### config.mk
export PLATFORM = sky130hd
export DESIGN_NAME = pid_controller_clamped_flat
export DESIGN_NICKNAME = d
export VERILOG_FILES = /design/src/design/pid_pkg.sv /design/src/design/pid_if.sv /design/src/design/pid_regs.sv /design/src/design/pid_mul.sv /design/src/design/pid_seq.sv /design/src/design/pid_controller_clamped.sv /design/src/flat_wrapper.sv
export SDC_FILE = /design/constraint.sdc
export NUM_CORES = 2
export LEC_CHECK = 0
export ABC_CLOCK_PERIOD_IN_PS = 17100
export BUFFER_PORTS_ARGS = -buffer_cell sky130_fd_sc_hd__buf_4
export CAP_MARGIN = 40
export CORE_MARGIN = 4
export CORE_UTILIZATION = 45
export CTS_BUF_LIST = sky130_fd_sc_hd__clkbuf_8
export DETAILED_ROUTE_END_ITERATION = 12
export HOLD_SLACK_MARGIN = 0.03
export PLACE_DENSITY_LB_ADDON = 0.08
export SETUP_SLACK_MARGIN = 0.3
export SYNTH_ARGS = -nofsm -noshare
export SYNTH_HDL_FRONTEND = slang
export SYNTH_HIERARCHICAL = 1
export SYNTH_SLANG_ARGS = --single-unit
### constraint.sdc
create_clock -name clk_i -period 17.1 [get_ports clk_i]
set_input_delay 2.565 -clock clk_i [delete_from_list [all_inputs] [get_ports clk_i]]
set_output_delay 2.565 -clock clk_i [all_outputs]
set_load 0.02 [all_outputs]
### src/design/pid_pkg.sv
// Shared types and constants of the clamped PID controller.
package pid_pkg;

  // Fixed-point formats of the coefficient registers.
  localparam int unsigned COEF_W    = 16;
  localparam int unsigned LIMIT_W   = 15;
  localparam int unsigned SUM_W     = 32;
  localparam int unsigned GAIN_FRAC = 12;
  localparam int unsigned TS_FRAC   = 16;
  localparam int unsigned INV_FRAC  = 8;
  localparam int unsigned IDX_W     = 3;

  // Reset values of the coefficient registers.
  localparam logic [COEF_W-1:0] GAIN_P_RST = 16'd2867;
  localparam logic [COEF_W-1:0] GAIN_I_RST = 16'd614;
  localparam logic [COEF_W-1:0] GAIN_D_RST = 16'd3686;
  localparam logic [COEF_W-1:0] TS_RST     = 16'd6554;
  localparam logic [COEF_W-1:0] INV_TS_RST = 16'd2560;

  typedef enum logic [IDX_W-1:0] {
    REG_SETPOINT    = 3'd0,
    REG_GAIN_P      = 3'd1,
    REG_GAIN_I      = 3'd2,
    REG_GAIN_D      = 3'd3,
    REG_TS          = 3'd4,
    REG_INV_TS      = 3'd5,
    REG_DRIVE_LIMIT = 3'd6
  } cfg_idx_e;

  typedef struct packed {
    logic [COEF_W-1:0]  gain_p;
    logic [COEF_W-1:0]  gain_i;
    logic [COEF_W-1:0]  gain_d;
    logic [COEF_W-1:0]  sample_period;
    logic [COEF_W-1:0]  inv_sample_period;
    logic [LIMIT_W-1:0] drive_limit;
  } coef_t;

  typedef enum logic [2:0] {
    ST_IDLE,
    ST_MUL_TS,
    ST_SUM,
    ST_DER,
    ST_ACC_P,
    ST_ACC_I,
    ST_ACC_D,
    ST_DONE
  } seq_state_e;

  typedef enum logic [2:0] {
    MUL_ERR_TS,
    MUL_DIFF_INV,
    MUL_ERR_GP,
    MUL_SUM_GI,
    MUL_DER_GD
  } mul_sel_e;

  typedef struct packed {
    logic     in_ready;
    logic     mul_en;
    mul_sel_e mul_sel;
    logic     diff_en;
    logic     sum_en;
    logic     der_en;
    logic     acc_ld;
    logic     acc_add;
    logic     out_ld;
  } ctrl_t;

endpackage

### src/design/pid_if.sv
// Channel interfaces of the PID controller: sample in, drive out, register writes.
interface pid_meas_if #(parameter int unsigned DW = 16);
  logic          valid;
  logic          ready;
  logic [DW-1:0] measured;
  modport source (output valid, output measured, input ready);
  modport sink   (input valid, input measured, output ready);
endinterface

interface pid_drive_if #(parameter int unsigned DW = 16);
  logic          valid;
  logic          ready;
  logic [DW-1:0] drive;
  logic          clamped;
  modport source (output valid, output drive, output clamped, input ready);
  modport sink   (input valid, input drive, input clamped, output ready);
endinterface

interface pid_cfg_if #(parameter int unsigned CW = 16);
  logic          valid;
  logic          ready;
  logic [2:0]    index;
  logic [CW-1:0] wdata;
  modport source (output valid, output index, output wdata, input ready);
  modport sink   (input valid, input index, input wdata, output ready);
endinterface

### src/design/pid_regs.sv
// Configuration register file of the PID controller.
module pid_regs #(
  parameter int unsigned DW   = 16,
  parameter int unsigned FRAC = 10,
  parameter int unsigned CW   = 16
) (
  input  logic                      clk_i,
  input  logic                      rst_ni,
  input  logic                      wr_en_i,
  input  logic [pid_pkg::IDX_W-1:0] wr_idx_i,
  input  logic [CW-1:0]             wr_data_i,
  output logic [DW-1:0]             setpoint_o,
  output pid_pkg::coef_t            coef_o
);

  localparam logic [DW-1:0] SETPOINT_RST = DW'(64'(1) << FRAC);
  localparam logic [pid_pkg::LIMIT_W-1:0] LIMIT_RST =
    pid_pkg::LIMIT_W'(64'(10) << FRAC);

  logic [DW-1:0]  setpoint_q, setpoint_d;
  pid_pkg::coef_t coef_q, coef_d;

  always_comb begin
    setpoint_d = setpoint_q;
    coef_d     = coef_q;
    if (wr_en_i) begin
      unique case (pid_pkg::cfg_idx_e'(wr_idx_i))
        pid_pkg::REG_SETPOINT:    setpoint_d = wr_data_i[DW-1:0];
        pid_pkg::REG_GAIN_P:      coef_d.gain_p = wr_data_i[pid_pkg::COEF_W-1:0];
        pid_pkg::REG_GAIN_I:      coef_d.gain_i = wr_data_i[pid_pkg::COEF_W-1:0];
        pid_pkg::REG_GAIN_D:      coef_d.gain_d = wr_data_i[pid_pkg::COEF_W-1:0];
        pid_pkg::REG_TS:          coef_d.sample_period = wr_data_i[pid_pkg::COEF_W-1:0];
        pid_pkg::REG_INV_TS:      coef_d.inv_sample_period = wr_data_i[pid_pkg::COEF_W-1:0];
        pid_pkg::REG_DRIVE_LIMIT: coef_d.drive_limit = wr_data_i[pid_pkg::LIMIT_W-1:0];
        default: ;
      endcase
    end
  end

  always_ff @(posedge clk_i or negedge rst_ni) begin
    if (!rst_ni) begin
      setpoint_q               <= SETPOINT_RST;
      coef_q.gain_p            <= pid_pkg::GAIN_P_RST;
      coef_q.gain_i            <= pid_pkg::GAIN_I_RST;
      coef_q.gain_d            <= pid_pkg::GAIN_D_RST;
      coef_q.sample_period     <= pid_pkg::TS_RST;
      coef_q.inv_sample_period <= pid_pkg::INV_TS_RST;
      coef_q.drive_limit       <= LIMIT_RST;
    end else begin
      setpoint_q <= setpoint_d;
      coef_q     <= coef_d;
    end
  end

  assign setpoint_o = setpoint_q;
  assign coef_o     = coef_q;

endmodule

### src/design/pid_mul.sv
// Shared signed-by-unsigned multiplier with a registered product.
module pid_mul #(
  parameter int unsigned AW = 34
) (
  input  logic                               clk_i,
  input  logic                               en_i,
  input  logic signed [AW-1:0]               a_i,
  input  logic [pid_pkg::COEF_W-1:0]         b_i,
  output logic signed [AW+pid_pkg::COEF_W-1:0] prod_o
);

  localparam int unsigned PW = AW + pid_pkg::COEF_W;

  logic signed [PW:0]   full;
  logic signed [PW-1:0] prod_q;

  // The coefficient is unsigned, so the product fits in one bit less than the full width.
  assign full = a_i * $signed({1'b0, b_i});

  always_ff @(posedge clk_i) begin
    if (en_i) begin
      prod_q <= full[PW-1:0];
    end
  end

  assign prod_o = prod_q;

endmodule

### src/design/pid_seq.sv
// Step sequencer that drives the shared multiplier and the accumulators.
module pid_seq (
  input  logic            clk_i,
  input  logic            rst_ni,
  input  logic            in_valid_i,
  input  logic            out_free_i,
  output pid_pkg::ctrl_t  ctrl_o
);

  pid_pkg::seq_state_e state_q, state_d;

  always_comb begin
    state_d = state_q;
    unique case (state_q)
      pid_pkg::ST_IDLE:   if (in_valid_i) state_d = pid_pkg::ST_MUL_TS;
      pid_pkg::ST_MUL_TS: state_d = pid_pkg::ST_SUM;
      pid_pkg::ST_SUM:    state_d = pid_pkg::ST_DER;
      pid_pkg::ST_DER:    state_d = pid_pkg::ST_ACC_P;
      pid_pkg::ST_ACC_P:  state_d = pid_pkg::ST_ACC_I;
      pid_pkg::ST_ACC_I:  state_d = pid_pkg::ST_ACC_D;
      pid_pkg::ST_ACC_D:  state_d = pid_pkg::ST_DONE;
      pid_pkg::ST_DONE:   if (out_free_i) state_d = pid_pkg::ST_IDLE;
      default:            state_d = pid_pkg::ST_IDLE;
    endcase
  end

  always_comb begin
    ctrl_o         = '0;
    ctrl_o.mul_sel = pid_pkg::MUL_ERR_TS;
    unique case (state_q)
      pid_pkg::ST_IDLE:   ctrl_o.in_ready = 1'b1;
      pid_pkg::ST_MUL_TS: begin
        ctrl_o.mul_en  = 1'b1;
        ctrl_o.diff_en = 1'b1;
      end
      pid_pkg::ST_SUM: begin
        ctrl_o.mul_en  = 1'b1;
        ctrl_o.mul_sel = pid_pkg::MUL_DIFF_INV;
        ctrl_o.sum_en  = 1'b1;
      end
      pid_pkg::ST_DER: begin
        ctrl_o.mul_en  = 1'b1;
        ctrl_o.mul_sel = pid_pkg::MUL_ERR_GP;
        ctrl_o.der_en  = 1'b1;
      end
      pid_pkg::ST_ACC_P: begin
        ctrl_o.mul_en  = 1'b1;
        ctrl_o.mul_sel = pid_pkg::MUL_SUM_GI;
        ctrl_o.acc_ld  = 1'b1;
      end
      pid_pkg::ST_ACC_I: begin
        ctrl_o.mul_en  = 1'b1;
        ctrl_o.mul_sel = pid_pkg::MUL_DER_GD;
        ctrl_o.acc_add = 1'b1;
      end
      pid_pkg::ST_ACC_D:  ctrl_o.acc_add = 1'b1;
      pid_pkg::ST_DONE:   ctrl_o.out_ld = out_free_i;
      default: ;
    endcase
  end

  always_ff @(posedge clk_i or negedge rst_ni) begin
    if (!rst_ni) begin
      state_q <= pid_pkg::ST_IDLE;
    end else begin
      state_q <= state_d;
    end
  end

endmodule

### src/design/pid_controller_clamped.sv
// Top level of the positional PID controller with a symmetric output clamp.
//
// Each accepted measured sample (signed, FRAC_BITS fraction bits) produces exactly one
// drive transaction. The error against the setpoint register is scaled by the sample
// period and added into a saturating 32-bit integral; the error difference against the
// previous sample is scaled by the reciprocal sample period and saturated to 32 bits.
// The three terms are weighted by the Q4.12 gains, summed exactly, shifted down by 12
// with rounding toward minus infinity, and clamped to +/-drive_limit (further capped at
// the largest positive DATA_WIDTH value); clamped is set when the clamp acted. One
// sample passes through the idle state that accepts it and then seven sequencer
// steps, five of which use the single shared multiplier one product at a time. The
// input is not ready during those steps. A finished result sits in an output register,
// so the next sample is accepted while it waits; if the previous result has not been
// taken by the time the next one is finished, the sequencer holds in its last step.
// Registers may be written only while no sample is in flight and no result is pending.
module pid_controller_clamped #(
  parameter int unsigned DATA_WIDTH = 16,
  parameter int unsigned FRAC_BITS  = 10
) (
  input  logic         clk_i,
  input  logic         rst_ni,
  pid_meas_if.sink     in_i,
  pid_drive_if.source  out_o,
  pid_cfg_if.sink      cfg_i
);

  localparam int unsigned DW   = DATA_WIDTH;
  localparam int unsigned CW   = (DW > pid_pkg::COEF_W) ? DW : pid_pkg::COEF_W;
  localparam int unsigned EW   = DW + 1;           // error
  localparam int unsigned DFW  = DW + 2;           // error difference
  localparam int unsigned MAW  = (DFW > pid_pkg::SUM_W) ? DFW : pid_pkg::SUM_W;
  localparam int unsigned PW   = MAW + pid_pkg::COEF_W;
  localparam int unsigned ACCW = PW + 2;
  localparam int unsigned SATW = MAW + 9;
  localparam int unsigned SW   = pid_pkg::SUM_W;

  // Register file.
  logic [DW-1:0]  setpoint;
  pid_pkg::coef_t coef;

  assign cfg_i.ready = 1'b1;

  pid_regs #(.DW(DW), .FRAC(FRAC_BITS), .CW(CW)) u_regs (
    .clk_i      (clk_i),
    .rst_ni     (rst_ni),
    .wr_en_i    (cfg_i.valid),
    .wr_idx_i   (cfg_i.index),
    .wr_data_i  (cfg_i.wdata),
    .setpoint_o (setpoint),
    .coef_o     (coef)
  );

  // Sequencer.
  pid_pkg::ctrl_t ctrl;
  logic           out_valid_q, out_valid_d;
  logic           out_free;
  logic           in_fire;

  assign out_free = !out_valid_q || out_o.ready;

  pid_seq u_seq (
    .clk_i      (clk_i),
    .rst_ni     (rst_ni),
    .in_valid_i (in_i.valid),
    .out_free_i (out_free),
    .ctrl_o     (ctrl)
  );

  assign in_i.ready = ctrl.in_ready;
  assign in_fire    = in_i.valid && ctrl.in_ready;

  // Datapath registers.
  logic signed [EW-1:0]   err_q, last_err_q;
  logic signed [DFW-1:0]  diff_q;
  logic signed [SW-1:0]   sum_q, deriv_q;
  logic signed [ACCW-1:0] acc_q;
  logic signed [DW-1:0]   drive_q;
  logic                   clamped_q;

  // Shared multiplier and its operand select.
  logic signed [MAW-1:0]          mul_a;
  logic [pid_pkg::COEF_W-1:0]     mul_b;
  logic signed [PW-1:0]           prod;

  always_comb begin
    mul_a = MAW'(err_q);
    mul_b = coef.sample_period;
    case (ctrl.mul_sel)
      pid_pkg::MUL_ERR_TS: begin
        mul_a = MAW'(err_q);
        mul_b = coef.sample_period;
      end
      pid_pkg::MUL_DIFF_INV: begin
        mul_a = MAW'(diff_q);
        mul_b = coef.inv_sample_period;
      end
      pid_pkg::MUL_ERR_GP: begin
        mul_a = MAW'(err_q);
        mul_b = coef.gain_p;
      end
      pid_pkg::MUL_SUM_GI: begin
        mul_a = MAW'(sum_q);
        mul_b = coef.gain_i;
      end
      pid_pkg::MUL_DER_GD: begin
        mul_a = MAW'(deriv_q);
        mul_b = coef.gain_d;
      end
      default: ;
    endcase
  end

  pid_mul #(.AW(MAW)) u_mul (
    .clk_i  (clk_i),
    .en_i   (ctrl.mul_en),
    .a_i    (mul_a),
    .b_i    (mul_b),
    .prod_o (prod)
  );

  // Saturation of a wide intermediate to the signed 32-bit range.
  function automatic logic signed [SW-1:0] sat32(input logic signed [SATW-1:0] v);
    logic signed [SW-1:0] r;
    if (v[SATW-1:SW-1] == {(SATW-SW+1){v[SATW-1]}}) begin
      r = v[SW-1:0];
    end else if (v[SATW-1]) begin
      r = {1'b1, {(SW-1){1'b0}}};
    end else begin
      r = {1'b0, {(SW-1){1'b1}}};
    end
    return r;
  endfunction

  // Shifting by the fraction widths is a plain part-select of the product, which
  // rounds toward minus infinity.
  logic signed [SATW-1:0] sum_next, deriv_next;

  assign sum_next   = SATW'(sum_q) + SATW'($signed(prod[PW-1:pid_pkg::TS_FRAC]));
  assign deriv_next = SATW'($signed(prod[PW-1:pid_pkg::INV_FRAC]));

  always_ff @(posedge clk_i) begin
    if (in_fire) begin
      err_q <= EW'($signed(setpoint)) - EW'($signed(in_i.measured));
    end
    if (ctrl.diff_en) begin
      diff_q <= DFW'(err_q) - DFW'(last_err_q);
    end
    if (ctrl.der_en) begin
      deriv_q <= sat32(deriv_next);
    end
    if (ctrl.acc_ld) begin
      acc_q <= ACCW'(prod);
    end else if (ctrl.acc_add) begin
      acc_q <= acc_q + ACCW'(prod);
    end
  end

  // Controller state: previous error and integral, cleared at reset.
  always_ff @(posedge clk_i or negedge rst_ni) begin
    if (!rst_ni) begin
      last_err_q <= '0;
      sum_q      <= '0;
    end else begin
      if (ctrl.diff_en) begin
        last_err_q <= err_q;
      end
      if (ctrl.sum_en) begin
        sum_q <= sat32(sum_next);
      end
    end
  end

  // Clamp. The effective limit is the register capped at the largest positive value.
  logic signed [ACCW-1:0] drive_full, lim_reg, lim_max, lim;
  logic signed [DW-1:0]   drive_d;
  logic                   clamped_d;

  assign drive_full = acc_q >>> pid_pkg::GAIN_FRAC;
  assign lim_reg    = ACCW'(coef.drive_limit);
  assign lim_max    = ACCW'({1'b0, {(DW-1){1'b1}}});
  assign lim        = (lim_reg > lim_max) ? lim_max : lim_reg;

  always_comb begin
    drive_d   = drive_full[DW-1:0];
    clamped_d = 1'b0;
    if (drive_full > lim) begin
      drive_d   = lim[DW-1:0];
      clamped_d = 1'b1;
    end else if (drive_full < -lim) begin
      drive_d   = DW'(-lim);
      clamped_d = 1'b1;
    end
  end

  // Output register.
  always_comb begin
    out_valid_d = out_valid_q;
    if (ctrl.out_ld) begin
      out_valid_d = 1'b1;
    end else if (out_o.ready) begin
      out_valid_d = 1'b0;
    end
  end

  always_ff @(posedge clk_i or negedge rst_ni) begin
    if (!rst_ni) begin
      out_valid_q <= 1'b0;
    end else begin
      out_valid_q <= out_valid_d;
    end
  end

  always_ff @(posedge clk_i) begin
    if (ctrl.out_ld) begin
      drive_q   <= drive_d;
      clamped_q <= clamped_d;
    end
  end

  assign out_o.valid   = out_valid_q;
  assign out_o.drive   = drive_q;
  assign out_o.clamped = clamped_q;

  // Only one sample is in flight: after an accepted transaction the input is not ready.
  assert property (@(posedge clk_i) disable iff (!rst_ni)
    in_fire |=> !in_i.ready)
    else $error("input accepted while a sample is in flight");

  // A result becomes valid only from the final sequencer step.
  assert property (@(posedge clk_i) disable iff (!rst_ni)
    $rose(out_o.valid) |-> $past(ctrl.out_ld))
    else $error("result valid without a finished computation");

  // The delivered drive never exceeds the effective limit.
  assert property (@(posedge clk_i) disable iff (!rst_ni)
    out_o.valid |-> (ACCW'($signed(out_o.drive)) <= lim &&
                     ACCW'($signed(out_o.drive)) >= -lim))
    else $error("drive outside the clamp limit");

  // A clamped result sits exactly on one of the two limits.
  assert property (@(posedge clk_i) disable iff (!rst_ni)
    (out_o.valid && out_o.clamped) |->
      (ACCW'($signed(out_o.drive)) == lim || ACCW'($signed(out_o.drive)) == -lim))
    else $error("clamped flag set but drive is not at a limit");

endmodule

### src/flat_wrapper.sv
// flat-port wrapper written by rule: the top's interface ports become plain ports
module pid_controller_clamped_flat 
#(
  parameter int unsigned DATA_WIDTH = 16,
  parameter int unsigned FRAC_BITS  = 10
)
  (clk_i, rst_ni, in_i_valid, in_i_measured, in_i_ready, out_o_valid, out_o_drive, out_o_clamped, out_o_ready, cfg_i_valid, cfg_i_index, cfg_i_wdata, cfg_i_ready);
  pid_meas_if #(.DW((16))) in_i_i ();
  pid_drive_if #(.DW((16))) out_o_i ();
  pid_cfg_if #(.CW(pid_pkg::COEF_W)) cfg_i_i ();
  input  logic clk_i;
  input  logic rst_ni;
  input wire logic [$bits(in_i_i.valid)-1:0] in_i_valid;
  input wire logic [$bits(in_i_i.measured)-1:0] in_i_measured;
  output wire logic [$bits(in_i_i.ready)-1:0] in_i_ready;
  output wire logic [$bits(out_o_i.valid)-1:0] out_o_valid;
  output wire logic [$bits(out_o_i.drive)-1:0] out_o_drive;
  output wire logic [$bits(out_o_i.clamped)-1:0] out_o_clamped;
  input wire logic [$bits(out_o_i.ready)-1:0] out_o_ready;
  input wire logic [$bits(cfg_i_i.valid)-1:0] cfg_i_valid;
  input wire logic [$bits(cfg_i_i.index)-1:0] cfg_i_index;
  input wire logic [$bits(cfg_i_i.wdata)-1:0] cfg_i_wdata;
  output wire logic [$bits(cfg_i_i.ready)-1:0] cfg_i_ready;
  assign in_i_i.valid = in_i_valid;
  assign in_i_i.measured = in_i_measured;
  assign in_i_ready = in_i_i.ready;
  assign out_o_valid = out_o_i.valid;
  assign out_o_drive = out_o_i.drive;
  assign out_o_clamped = out_o_i.clamped;
  assign out_o_i.ready = out_o_ready;
  assign cfg_i_i.valid = cfg_i_valid;
  assign cfg_i_i.index = cfg_i_index;
  assign cfg_i_i.wdata = cfg_i_wdata;
  assign cfg_i_ready = cfg_i_i.ready;
  pid_controller_clamped #(.DATA_WIDTH(DATA_WIDTH), .FRAC_BITS(FRAC_BITS)) u_core (.clk_i(clk_i), .rst_ni(rst_ni), .in_i(in_i_i), .out_o(out_o_i), .cfg_i(cfg_i_i));
endmodule
Word level (Yosys, flattened, before mapping) --
Cells that the tools add are included. W data, S select, Z words.
Storage, ports and cells: bits in latches 0, word-level logic and storage cells 91, memories 0, output and inout bits 20, input bits 40, bits in registers 346, ROM bits 0, bits in writable memories 0
Cells by class: reduce and logical (&&, ||, !) cells 17, shifts and indexed selects 0, $add $sub $neg 5, equal/unequal tests 21, $lt $le $gt $ge 3, divide/modulo/power cells 0, multiplexer cells 26, bitwise operators 0, multiply operators 1
Operators by type and width (number):
- $mux W32 | 4
- $mux W50 | 2
- $pmux W32 S3 | 1
- $pmux W16 S4 | 1
- $add A50 B48 Y50 | 1
- $lt A38 B50 Y1 | 1
- $neg A50 Y50 | 1
- $mul A32 B17 Y48 | 1
- $gt A38 B16 Y1 | 1
- $add A32 B32 Y33 | 1
- $mux W16 | 2
- $eq A3 B3 Y1 const B | 8
- $pmux W3 S8 | 1
- $eq A3 B2 Y1 const B | 6
- $sub A17 B17 Y18 | 1
- $sub A16 B16 Y17 | 1
- $reduce_and A2 Y1 | 8
- $gt A15 B15 Y1 const B | 1
- $mux W15 | 1
- $pmux W3 S4 | 1
- $mux W1 | 11
- $eq A3 B1 Y1 const B | 3
- $eq A9 B9 Y1 | 1
- $eq A8 B8 Y1 | 1
- 9 further kinds | 13

Longest topological paths before layout --
depth after elaboration 6, gate-level depth with buffers 35, depth with buffers taken out 31

Cells and area by module --
Netlist, hierarchy kept.
By module, submodules not included:
- pid_mul | sequential area each 1441.4 µm², cells each 2123, area an instance 19502.5 µm², instances 1
- pid_controller_clamped | sequential area each 5275.1 µm², cells each 1931, area an instance 16654.7 µm², instances 1
- pid_regs | sequential area each 2816.5 µm², cells each 243, area an instance 4306.6 µm², instances 1
- pid_seq | sequential area each 75.1 µm², cells each 37, area an instance 332.8 µm², instances 1

Worst setup path before layout --
Ideal clock, no wire load.
path kind register -> register, start point reg u_core.u_seq.state_q[1], end point reg u_core.u_mul.prod_q[45], in the netlist u_core/u_mul/prod_o[45] (data pin), setup slack 7383 ps, library setup time 176 ps, stages on the path, launching flop included 31, period minus slack after synthesis 9717 ps, path buffers 4, arrival 9540 ps, data required time 16924 ps, path through dfrtp_1 -> buf_4 -> nand2_1 -> nor2_1 -> o21ba_1 -> buf_1 -> clkbuf_1 -> mux2i_1 -> nand2_1 -> o221a_2 -> clkbuf_1 -> and2_1 -> fa_1 -> inv_1 -> fa_1 -> fa_1 -> inv_1 -> fa_1 -> fa_1 -> inv_1 -> fa_1 -> inv_1 -> ha_1 -> and3_4 -> nor3b_1 -> o311a_4 -> nor4_4 -> o22ai_2 -> a221o_1 -> or2_4 -> o311ai_2
RTL lines:
- from (decl) | RTL line pid_seq.sv:10 | pid_pkg::seq_state_e state_q, state_d;
- from (signal assigned) | RTL line pid_seq.sv:64 | state_q <= pid_pkg::ST_IDLE;
- from (signal assigned) | RTL line pid_seq.sv:66 | state_q <= state_d;
- to (signal assigned) | RTL line pid_mul.sv:22 | prod_q <= full[PW-1:0];
- to (decl) | RTL line pid_mul.sv:15 | logic signed [PW-1:0] prod_q;

==> impl_metrics.py <==
metrics = {
    "synthesis": {
        "yosysUniqueCellTypes": 96,
        "synth_edf_count": 182,
        "ys_warn_count": 6,
        "syn_inst": 4334,
        "ys.flop_type": "edfxtp_1",
        "ys_ff_latch": 346,
        "syn_area_per_cell_sq_um": 9.413,
        "synth.cell_area_sq_um": 40800,
        "async_flop_share_pct": 47.40,
        "ys_seq_area_share_pct": 23.55,
        "synth_nets": 5157,
    },
    "die": {
        "ios": 60,
        "die_area_sq_um": 95540,
        "die_h_um": 309.1,
        "rows": 110,
        "initial_core_util_pct": 45.32,
        "core_sq_um": 90010,
        "die_w_um": 309.1,
    },
    "placed_design": {
        "dp_slack_ps": 6893,
        "gp_congestion": 0.8880,
        "port-buffer-count": 58,
        "post-dp-hpwl_mm": 89.44,
    },
    "clocking": {
        "cts_tree": "built",
        "cts.repair.resized": 0,
        "cts_hold_buffers": 0,
        "clock_sinks": 346,
        "cts_buffer_depth": 3,
        "cts_buffers": 59,
        "clockRootBuffer": "clkbuf_8",
        "clock_latency_ps": 720,
        "clk_pin_slew_ps": 70,
        "htree_levels": 2,
        "postCtsSetupBuffers": 0,
    },
    "worst_setup_path": {
        "arrival_ps": 10730,
        "cpMostUsedCell": "fa_1",
        "crit_slowest_cell": "dfrtp_1",
        "cp_slowest_stage_delay_ps": 770,
        "critPathLaunchType": "flip-flop",
        "required_ps": 17510,
        "crit_path_end_kind": "flip-flop",
        "worstPathMaxFanout": 65,
        "worstSetupPathType": "flip-flop to flip-flop",
    },
    "sta": {
        "tns_ps": 0,
        "fin_crit_sh_pct": 60.33,
        "final-hold-violation-count": 0,
        "tightest_slew_ps": 1077,
        "slew_headroom_pct": 26.34,
        "setup_slack_ps": 6783,
        "report.final.slew_viol_count": 0,
        "finalCriticalPeriod_ps": 10320,
        "rsz0062_at_grt": "false",
        "fin_skew_ps": 56.30,
        "fmax_mhz": 96.93,
        "setup_viol_count_final": 0,
    },
    "detailed_routing": {
        "ant_nets": 0,
        "remaining_drc_errors": 0,
        "avgViaCountPerCell": 5.496,
        "drt-total-wl_mm": 116.6,
        "vias": 30430,
        "drtIter0Drc": 2036,
        "route.detailed.wl_per_inst_um": 21.07,
        "first_pass_iters": 8,
    },
    "global_routing": {
        "grtUsageTotal_pct": 24.92,
        "grt_pass1_wl_mm": 183.9,
        "overflow": 0,
        "antenna_found_initial": 3,
        "grt_max_degree": 66,
        "first_global_vias": 30700,
    },
    "hold_path": {
        "min_path_type": "flip-flop to flip-flop",
    },
    "cells_and_area": {
        "drive_above_1_share_pct": 9.383,
        "nNetsFinal": 5131,
        "final_cell_mix": "726 x inv_1, 488 x fa_1, 474 x nand2_1",
        "final_core_util_pct": 48.63,
        "final_common_cell": "inv_1",
        "area_growth_pct": 7.287,
        "fill_cells": 8662,
    },
    "run_status": {
        "status": "complete, no violations",
    },
    "run": {
        "maxCapViolCount": 0,
    },
}
-- state kept, by name, summed over array words and instances (netlist names) --
signal	count
u_core/acc_q	50
u_core/deriv_q	32
u_core/diff_q	18
u_core/err_q	17
u_core/last_err_q	17
u_core/out_o.clamped	1
u_core/out_o.drive	16
u_core/out_o.valid	1
u_core/sum_q	32
u_core/u_mul/prod_o	48
u_core/u_regs/coef_o	95
u_core/u_regs/setpoint_o	16
u_core/u_seq/state_q	3
-- synth_stat cells, types with 8 or more instances --
| library cell | number | area [sq um] |
|---|---|---|
| inv_1 | 714 | 2680 |
| fa_1 | 488 | 9769 |
| nand2_1 | 474 | 1779 |
| ha_1 | 295 | 3691 |
| and2_1 | 251 | 1570 |
| a21oi_1 | 204 | 1021 |
| edfxtp_1 | 182 | 5465 |
| clkbuf_1 | 170 | 638.1 |
| o21ai_0 | 149 | 745.7 |
| a21o_1 | 139 | 1044 |
| dfrtp_1 | 133 | 3328 |
| nor2_1 | 131 | 491.7 |
| mux2_2 | 104 | 1171 |
| xnor2_1 | 96 | 840.8 |
| nand3_1 | 61 | 305.3 |
| xor2_1 | 47 | 411.6 |
| nor3_1 | 41 | 205.2 |
| nand4_1 | 38 | 237.7 |
| a22oi_1 | 35 | 262.8 |
| o22ai_1 | 32 | 200.2 |
| dfstp_2 | 31 | 814.5 |
| a221o_1 | 29 | 290.3 |
| nor2b_1 | 29 | 181.4 |
| o21ai_1 | 27 | 135.1 |
| a31oi_1 | 26 | 162.7 |
| a211oi_1 | 25 | 187.7 |
| buf_2 | 24 | 120.1 |
| nand2b_1 | 24 | 150.1 |
| nor4_1 | 24 | 150.1 |
| mux2i_1 | 22 | 220.2 |
| and3_1 | 21 | 131.4 |
| o21bai_1 | 17 | 127.6 |
| o211ai_1 | 15 | 112.6 |
| o21a_1 | 15 | 112.6 |
| nor3b_1 | 12 | 90.09 |
| o31ai_1 | 12 | 90.09 |
| or3_1 | 12 | 75.07 |
| mux2_4 | 10 | 150.1 |
| o221a_2 | 9 | 101.4 |
| mux2_1 | 8 | 90.09 |
| o22a_1 | 8 | 70.07 |
-- final cells by class --
cell class | count | area, sq um | share of cell area (%)
multi-input cells | 3061 | 27750 | 63.40
flip-flops and latches | 346 | 9608 | 21.95
inverters | 718 | 2695 | 6.157
well taps | 1176 | 1471 | 3.362
repair buffers | 122 | 953.4 | 2.178
clock buffers | 67 | 922.1 | 2.107
clock inverters | 45 | 367.9 | 0.8404
diodes | 1 | 2.502 | 0.005717
-- critical path: cells and delay by family, from the launching register on --
kind / cells / cell delay (ps)
AO/OA/AOI/OAI: 4 / 1110
XOR/XNOR: 1 / 150
adder cells (fa/ha/maj): 7 / 3350
buffers and inverters: 7 / 1540
flip-flops: 1 / 770
AND/OR/NAND/NOR: 11 / 3020
-- stage by stage --
stage               instances  hold slack (ps)  instance area [sq um]
floorplan                4334            458.0                  40800
global placement         5417            467.0                  42400
detailed placement       5423            479.3                  42480
CTS                      5535            495.3                  43770
global route             5535            514.0                  43770
finish                   5536            489.6                  43770
-- metal layers --
layer  vias up  track usage [%]  share of wire (%)
met5         -                0                  0
met4         0            4.958                2.0
met3       124            3.067                4.6
met2       650            41.32                 47
met1     15350            35.50                 46
li1      14310                -                  -
-- final timing paths --
| path | slack (ps) | cells past startpoint | start | end |
|---|---|---|---|---|
| max in group asynchronous | 14170 | 2 | rst_ni | u_core/u_regs/coef_o[20] |
| min | 490 | 1 | u_core/u_regs/coef_o[37] | u_core/u_regs/coef_o[37] |
| max | 6780 | 30 | u_core/u_seq/state_q[1] | u_core/u_mul/prod_o[43] |
| min in group asynchronous | 1780 | 1 | rst_ni | u_core/u_regs/setpoint_o[4] |
| max reg2reg | 6780 | 30 | u_core/u_seq/state_q[1] | u_core/u_mul/prod_o[43] |
| min reg2reg | 490 | 1 | u_core/u_regs/coef_o[37] | u_core/u_regs/coef_o[37] |
-- kinds of logic (layout without fill, tap and decap cells) --
logic type / Yosys count / after routing / share of synthesized area (%)
AND/OR/NAND/NOR: 1163 / 1163 / 14.21
buffers and inverters: 927 / 952 / 8.787
AO/OA/AOI/OAI: 826 / 826 / 13.34
adder cells (fa/ha/maj): 783 / 783 / 32.99
flip-flops: 346 / 346 / 23.55
XOR/XNOR: 144 / 144 / 3.110
multiplexers: 144 / 144 / 3.999
other: 1 / 2 / 0.009192
Power is left out: the tool's default activity adds up to more than one toggle a clock period on the data nets, which glitch-free logic cannot reach.
